File: config.mk
export PLATFORM = sky130hd
export DESIGN_NAME = grid_path_count_with_knight_block
export DESIGN_NICKNAME = d
export VERILOG_FILES = /design/src/rtl/core/gpck_pkg.sv /design/src/rtl/core/gpck_row_ram.sv /design/src/rtl/core/gpck_cell_unit.sv /design/src/rtl/core/grid_path_count_with_knight_block.sv
export SDC_FILE = /design/constraint.sdc
export NUM_CORES = 2
export LEC_CHECK = 0
export BUFFER_PORTS_ARGS = -buffer_cell sky130_fd_sc_hd__buf_2
export CORE_ASPECT_RATIO = 2
export CORE_UTILIZATION = 50
export DETAILED_ROUTE_END_ITERATION = 6
export HOLD_SLACK_MARGIN = 0.02
export PLACE_DENSITY = 0.77
export SLEW_MARGIN = 15
export SYNTH_ARGS = -nofsm -noshare
export SYNTH_HDL_FRONTEND = slang
export SYNTH_HIERARCHICAL = 1
export SYNTH_SLANG_ARGS = --single-unit
File: constraint.sdc
create_clock -name clk -period 14.75 [get_ports clk]
set_clock_uncertainty 0.15 [all_clocks]
set_input_delay 1.475 -clock clk [delete_from_list [all_inputs] [get_ports clk]]
set_output_delay 1.475 -clock clk [all_outputs]
set_load 0.02 [all_outputs]
File: src/rtl/core/gpck_pkg.sv
package gpck_pkg;

	// Grid geometry and field widths
	localparam int GRID_SIZE    = 32;
	localparam int COORD_W      = 5;
	localparam int ADDR_W       = $clog2(GRID_SIZE);
	localparam int COUNT_W      = 63;
	localparam int KNIGHT_CELLS = 9;

	typedef logic [COORD_W-1:0]        coord_t;
	typedef logic [ADDR_W-1:0]         addr_t;
	typedef logic [COUNT_W-1:0]        count_t;
	typedef logic signed [COORD_W+1:0] diff_t;

	localparam count_t COUNT_MAX = {COUNT_W{1'b1}};

	// Row and column offsets of the knight cell and its eight knight moves
	localparam diff_t KNIGHT_DR [KNIGHT_CELLS] = '{
		diff_t'(0), -diff_t'(2), -diff_t'(1), diff_t'(1), diff_t'(2),
		diff_t'(2), diff_t'(1), -diff_t'(1), -diff_t'(2)
	};
	localparam diff_t KNIGHT_DC [KNIGHT_CELLS] = '{
		diff_t'(0), diff_t'(1), diff_t'(2), diff_t'(2), diff_t'(1),
		-diff_t'(1), -diff_t'(2), -diff_t'(2), -diff_t'(1)
	};

	// Everything the cell update needs for one cell
	typedef struct packed {
		coord_t row;
		coord_t col;
		coord_t knight_row;
		coord_t knight_col;
		count_t up;
		count_t left;
	} cell_req_t;

endpackage

File: src/rtl/core/gpck_row_ram.sv
module gpck_row_ram (
	input  logic            clk,
	input  logic            we,
	input  gpck_pkg::addr_t waddr,
	input  gpck_pkg::count_t wdata,
	input  gpck_pkg::addr_t raddr,
	output gpck_pkg::count_t rdata
);
	import gpck_pkg::*;

	// One entry per column; holds the counts of the row last written.
	count_t mem [GRID_SIZE];

	always_ff @(posedge clk) begin
		if (we) begin
			mem[waddr] <= wdata;
		end
		rdata <= mem[raddr];
	end

endmodule

File: src/rtl/core/gpck_cell_unit.sv
module gpck_cell_unit (
	input  gpck_pkg::cell_req_t req,
	output gpck_pkg::count_t    count
);
	import gpck_pkg::*;

	diff_t              dr;
	diff_t              dc;
	logic               blocked;
	count_t             up;
	count_t             left;
	logic [COUNT_W:0]   sum;

	always_comb begin
		dr = $signed({2'b00, req.row}) - $signed({2'b00, req.knight_row});
		dc = $signed({2'b00, req.col}) - $signed({2'b00, req.knight_col});
		blocked = 1'b0;
		for (int k = 0; k < KNIGHT_CELLS; k++) begin
			if (dr == KNIGHT_DR[k] && dc == KNIGHT_DC[k]) begin
				blocked = 1'b1;
			end
		end

		// Neighbours outside the grid contribute nothing.
		up   = (req.row != '0) ? req.up : '0;
		left = (req.col != '0) ? req.left : '0;
		sum  = {1'b0, up} + {1'b0, left};

		if (blocked) begin
			count = '0;
		end else if (req.row == '0 && req.col == '0) begin
			count = count_t'(1);
		end else if (sum[COUNT_W]) begin
			count = COUNT_MAX;
		end else begin
			count = sum[COUNT_W-1:0];
		end
	end

endmodule

File: src/rtl/core/grid_path_count_with_knight_block.sv
// Counts the monotone down/right paths from cell (0,0) to a target cell on a
// 32 by 32 grid, avoiding the knight cell and the knight-move cells around it
// that fall inside the grid; counts saturate at 2^63 - 1. One request is
// worked on at a time: after it is accepted the block sweeps every cell of
// the rectangle from (0,0) to the target, one cell per clock, through a
// single row buffer memory. A target outside the grid would answer zero,
// but with 5-bit coordinates every target lies inside it. The result sits
// in an output register, so a new request may be accepted while the
// previous result waits to be taken. The row buffer needs no clearing after
// reset, because the first row of a sweep ignores what it reads and writes
// every entry that a later row of the sweep reads.
module grid_path_count_with_knight_block (
	input  logic        clk,
	input  logic        arst_n,
	input  logic        s_tvalid,
	output logic        s_tready,
	// [4:0] target_row, [9:5] target_col, [14:10] knight_row,
	// [19:15] knight_col, [23:20] zero
	input  logic [23:0] s_tdata,
	output logic        m_tvalid,
	input  logic        m_tready,
	// [62:0] path_count, [63] zero
	output logic [63:0] m_tdata
);
	import gpck_pkg::*;

	typedef enum logic [1:0] {
		ST_IDLE,
		ST_ISSUE,
		ST_DRAIN,
		ST_DONE
	} state_t;

	state_t    state_q;
	coord_t    tr_q, tc_q, kr_q, kc_q;
	coord_t    r_q, c_q;
	count_t    result_q;

	// Second stage: the cell whose up-count is being read back this cycle
	logic      valid_s1;
	coord_t    r_s1, c_s1;
	logic      fwd_s1;
	count_t    fwd_data_s1;
	count_t    left_q;

	logic      issue;
	logic      last_issue;
	coord_t    in_tr, in_tc;
	count_t    ram_rdata;
	count_t    cell_count;
	cell_req_t cell_req;

	assign in_tr      = s_tdata[4:0];
	assign in_tc      = s_tdata[9:5];
	assign s_tready   = (state_q == ST_IDLE);
	assign issue      = (state_q == ST_ISSUE);
	assign last_issue = (r_q == tr_q) && (c_q == tc_q);

	// The row buffer returns the entry in the cycle after its address is given.
	// When the target column is zero the cell just above is written in the
	// very cycle it is read, so its value is forwarded around the memory.
	gpck_row_ram u_row_ram (
		.clk   (clk),
		.we    (valid_s1),
		.waddr (addr_t'(c_s1)),
		.wdata (cell_count),
		.raddr (addr_t'(c_q)),
		.rdata (ram_rdata)
	);

	always_comb begin
		cell_req.row        = r_s1;
		cell_req.col        = c_s1;
		cell_req.knight_row = kr_q;
		cell_req.knight_col = kc_q;
		cell_req.up         = fwd_s1 ? fwd_data_s1 : ram_rdata;
		cell_req.left       = left_q;
	end

	gpck_cell_unit u_cell_unit (
		.req   (cell_req),
		.count (cell_count)
	);

	// Sequencer: walks the rectangle row by row and holds the result.
	always_ff @(posedge clk or negedge arst_n) begin
		if (!arst_n) begin
			state_q  <= ST_IDLE;
			tr_q     <= '0;
			tc_q     <= '0;
			kr_q     <= '0;
			kc_q     <= '0;
			r_q      <= '0;
			c_q      <= '0;
			result_q <= '0;
			m_tvalid <= 1'b0;
			m_tdata  <= '0;
		end else begin
			// A result taken here is replaced in the same cycle when the
			// sequencer has a fresh one ready.
			if (m_tready && state_q != ST_DONE) begin
				m_tvalid <= 1'b0;
			end
			unique case (state_q)
				ST_IDLE: begin
					if (s_tvalid) begin
						tr_q <= in_tr;
						tc_q <= in_tc;
						kr_q <= s_tdata[14:10];
						kc_q <= s_tdata[19:15];
						r_q  <= '0;
						c_q  <= '0;
						if (int'(in_tr) >= GRID_SIZE || int'(in_tc) >= GRID_SIZE) begin
							result_q <= '0;
							state_q  <= ST_DONE;
						end else begin
							state_q <= ST_ISSUE;
						end
					end
				end
				ST_ISSUE: begin
					if (last_issue) begin
						state_q <= ST_DRAIN;
					end else if (c_q == tc_q) begin
						c_q <= '0;
						r_q <= r_q + coord_t'(1);
					end else begin
						c_q <= c_q + coord_t'(1);
					end
				end
				ST_DRAIN: begin
					// The target cell is in the second stage now.
					result_q <= cell_count;
					state_q  <= ST_DONE;
				end
				ST_DONE: begin
					if (!m_tvalid || m_tready) begin
						m_tvalid <= 1'b1;
						m_tdata  <= {1'b0, result_q};
						state_q  <= ST_IDLE;
					end else begin
						m_tvalid <= 1'b1;
					end
				end
			endcase
		end
	end

	always_ff @(posedge clk or negedge arst_n) begin
		if (!arst_n) begin
			valid_s1 <= 1'b0;
			fwd_s1   <= 1'b0;
		end else begin
			valid_s1 <= issue;
			fwd_s1   <= issue && valid_s1 && (c_s1 == c_q);
		end
	end

	always_ff @(posedge clk) begin
		r_s1        <= r_q;
		c_s1        <= c_q;
		fwd_data_s1 <= cell_count;
		if (valid_s1) begin
			left_q <= cell_count;
		end
	end

	// The second stage only ever holds a cell while a sweep is running.
	assert property (@(posedge clk) disable iff (!arst_n)
		valid_s1 |-> (state_q == ST_ISSUE || state_q == ST_DRAIN))
		else $error("cell in flight outside a sweep");

	// Forwarding is only needed when the sweep is one column wide.
	assert property (@(posedge clk) disable iff (!arst_n)
		fwd_s1 |-> (tc_q == '0))
		else $error("forwarding taken on a wide sweep");

	// An accepted request keeps the input closed in the following cycle.
	assert property (@(posedge clk) disable iff (!arst_n)
		(s_tvalid && s_tready) |=> !s_tready)
		else $error("second request taken while busy");

	// A result is only presented after the sequencer has finished a request.
	assert property (@(posedge clk) disable iff (!arst_n)
		$rose(m_tvalid) |-> $past(state_q == ST_DONE))
		else $error("result presented without a finished request");

endmodule
==> flow_metrics.py <==
metrics = {
    "critical_path": {
        "worstSetupPathType": "flop to flop",
        "crit_top_cell": "buf_4",
        "ff2ff_path_depth": 19,
        "endpoint_kind": "flop",
        "crit_path_start_kind": "flop",
        "worst-path-buf-inv": 4,
        "critPathCapture": "result_q[27]",
        "arrival_ns": 7.55,
        "r2r_end": "result_q[27]",
        "critPathRequiredTime_ns": 15.37,
        "setup.worst_path.start": "r_s1[1]",
        "crit_cells": 19,
        "rrSetupSlack_ns": 7.82,
        "crit_fanout": 38,
        "reg2reg_from": "r_s1[1]",
        "slowest_stage": "a21oi_4",
        "cpLargestDelayFamily": "simple AND/OR/NAND/NOR gates",
        "worst_path_largest_cell_delay_ns": 0.77,
        "worstPathCellList": "or4_1, nor2_4, buf_4, buf_4, nor2b_1, ha_1, nand4_1, nor3_1, nand4_1, nand4_1, a21oi_1, buf_4, o221ai_1, nand3_1, o21ai_1, a21oi_4, buf_4, a21oi_4, mux2_2",
    },
    "detailed_routing": {
        "drc": 0,
        "routed-via-count": 47127,
        "via_per_inst": 6.42,
        "antenna_left": 0,
        "first_pass_iters": 5,
        "drtIter0Drc": 5451,
        "routedWlPerCell_microns": 32.1,
        "routed_wl_microns": 236000,
    },
    "timing": {
        "grt_setup_unrepaired": "no",
        "min_period_ns": 6.93,
        "setup_viol": 0,
        "maxSlewHeadroom_pct": 25.1,
        "fin_setup_tns_ns": 0,
        "slew_viol_final": 0,
        "fmax_mhz": 144,
        "post-route-period-util_pct": 47.0,
        "hold_viol": 0,
        "worst_pin_slew_ns": 1.12,
    },
    "global_route": {
        "track_usage_pct": 25.1,
        "grt_first_pass_wirelength_microns": 339000,
        "use_met3_pct": 3.45,
        "overflow": 0,
        "grt_antenna_before_repair": 4,
        "grt_pass1_vias": 48645,
        "grt.met1_usage_pct": 29.8,
        "top_usage_layer": "met2",
        "grt_max_degree": 107,
        "grtUsageMet2_pct": 44.7,
    },
    "clocking": {
        "cts.clk_slew.worst_paths_ns": 0.07,
        "cts_setup_buffers": 0,
        "cts_buffers": 189,
        "hold_buffers": 0,
        "ctsResizeCount": 0,
        "clkLatencyLatePin_ns": 0.84,
        "cts_sinks": 2376,
        "tritoncts": "built",
        "clk_path_buf_depth": 4,
        "cts_root_buf": "clkbuf_16",
        "cts_max_level": 4,
    },
    "logic_synthesis": {
        "synth_edf_count": 2079,
        "yosysSeqAreaShare_pct": 73.8,
        "ys_dominant_reg_cell": "edfxtp_1",
        "postSynth.asyncResetShare_pct": 6.78,
        "syn-num-nets": 4621,
        "yosysUniqueCellTypes": 84,
        "syn_area_sq_um": 93800,
        "syn-mean-instance-area_sq_um": 20.8,
        "syn-instance-count": 4510,
        "ys_seq_elements": 2376,
        "yosysWarnings": 6,
    },
    "floorplanning": {
        "fp.dieW_microns": 308,
        "dieHeight_microns": 615,
        "core_area_sq_um": 186000,
        "rows": 224,
        "fp.dieArea_sq_um": 189000,
        "initial_utilization_pct": 50.4,
        "pin_count": 94,
    },
    "finish": {
        "final_net_count": 4812,
        "area_growth_pct": 11.2,
        "final_cell_mix": "edfxtp_1, mux4_2, mux2_2",
        "layout_commonest_cell": "edfxtp_1",
        "drive_above_1_share_pct": 31.5,
        "fin_area_sq_um": 104000,
        "final_util_pct": 56.0,
    },
    "min_path": {
        "hold_path_class": "flop to flop",
    },
    "placed_design": {
        "place.gp.congestion": 0.918,
        "place_area_sq_um": 97900,
        "hpwl_microns": 127000,
        "port_buffers": 88,
    },
    "power": {
        "leakagePower_nw": 34.2,
        "power.density_nw_per_um2": 207,
        "ir_drop_mv": 0.189,
    },
    "job": {
        "drv_cap": 0,
    },
    "outcome": {
        "status": "complete, no violations",
    },
}
-- worst min path at each step --
stage,depth (start not counted),startpoint,to
after floorplan,0,c_q[2],c_s1[2]
after global placement,0,r_q[4],r_s1[4]
after detailed placement,0,r_q[4],r_s1[4]
after CTS,0,r_q[4],r_s1[4]
after global routing,0,r_q[4],r_s1[4]
final,0,r_q[4],r_s1[4]
-- power breakdown --
part | switching [mW] | internal [mW]
registers | 0.361 | 9.39
logic | 4.01 | 2.65
clock network | 2.33 | 2.81
-- cell type report --
cell class                 count  area [sq um]
inverter                      36           135
clock inverter                86           941
clock buffer                 257          5220
multi-input combinational   1869         24100
fill                       13364         81800
sequential                  2376         69200
antenna                        1          2.50
tap                         2486          3110
timing repair buffer         229          1580
-- Yosys cell counts, drive strengths merged, types with 5 or more instances --
| cell | number | area [sq um] |
|---|---|---|
| and3 | 5 | 31.3 |
| nand2b | 13 | 81.3 |
| o22ai | 11 | 68.8 |
| o31ai | 8 | 60.1 |
| nor3 | 17 | 96.4 |
| and2 | 12 | 75.1 |
| o221ai | 8 | 70.1 |
| nor2b | 136 | 851 |
| o211ai | 13 | 108 |
| nor2 | 94 | 353 |
| mux4 | 591 | 13300 |
| nand2 | 76 | 285 |
| clkbuf | 107 | 404 |
| inv | 36 | 135 |
| edfxtp | 2079 | 62400 |
| or3 | 7 | 43.8 |
| o21ai | 52 | 260 |
| nand3 | 19 | 108 |
| o21a | 6 | 45.0 |
| ha | 80 | 1000 |
| a31oi | 9 | 71.3 |
| dfxtp | 136 | 2720 |
| dfrtp | 161 | 4030 |
| xor2 | 36 | 315 |
| xnor2 | 42 | 368 |
| o21bai | 13 | 97.6 |
| nand4 | 24 | 156 |
| buf | 122 | 747 |
| a21o | 29 | 219 |
| mux2 | 284 | 3210 |
| a21oi | 143 | 723 |
| mux2i | 41 | 410 |
| nand3b | 6 | 45.0 |
| a211oi | 13 | 115 |
| a221oi | 13 | 120 |
-- flip-flops by register name (all words and copies together), names as in the netlist, 63 cells and up --
| name | flops |
|---|---|
| u_row_ram/rdata | 63 |
| left_q | 63 |
| u_row_ram/mem | 2016 |
| fwd_data_s1 | 63 |
| m_tdata | 63 |
| result_q | 63 |
-- cell families (layout without fill, tap and decap cells) --
group,after synthesis,after routing,share of synthesized area (%)
buffers and inverters,265,608,1.37
AOI/OAI and AO/OA,358,358,2.47
and+or+nand+nor,433,433,2.49
DFF,2376,2376,73.8
other,1,2,0.00400
xor gates and xnor gates,78,78,0.728
adders and majority gates,83,83,1.13
muxes,916,916,18.0
-- per-stage QoR --
stage / worst slack [ns] / hold slack (ns) / cells / total power [mW]
4_1_cts: 7.48 / 0.339 / 7338 / 21.6
2_1_floorplan: 8.89 / 0.207 / 4510 / 14.4
5_1_grt: 7.62 / 0.353 / 7340 / 22.3
3_5_place_dp: 7.51 / 0.333 / 6995 / 16.5
3_3_place_gp: 7.66 / 0.309 / 6995 / 16.2
6_report: 7.82 / 0.327 / 7340 / 21.5
-- per-layer routing --
metal | wire length, microns | vias up
met2 | 125000 | 2701
met4 | 13200 | 2
met3 | 19000 | 706
met5 | 13 | -
met1 | 78700 | 24892
li1 | - | 18826
Note: power is estimated with default switching activity, not from simulation.
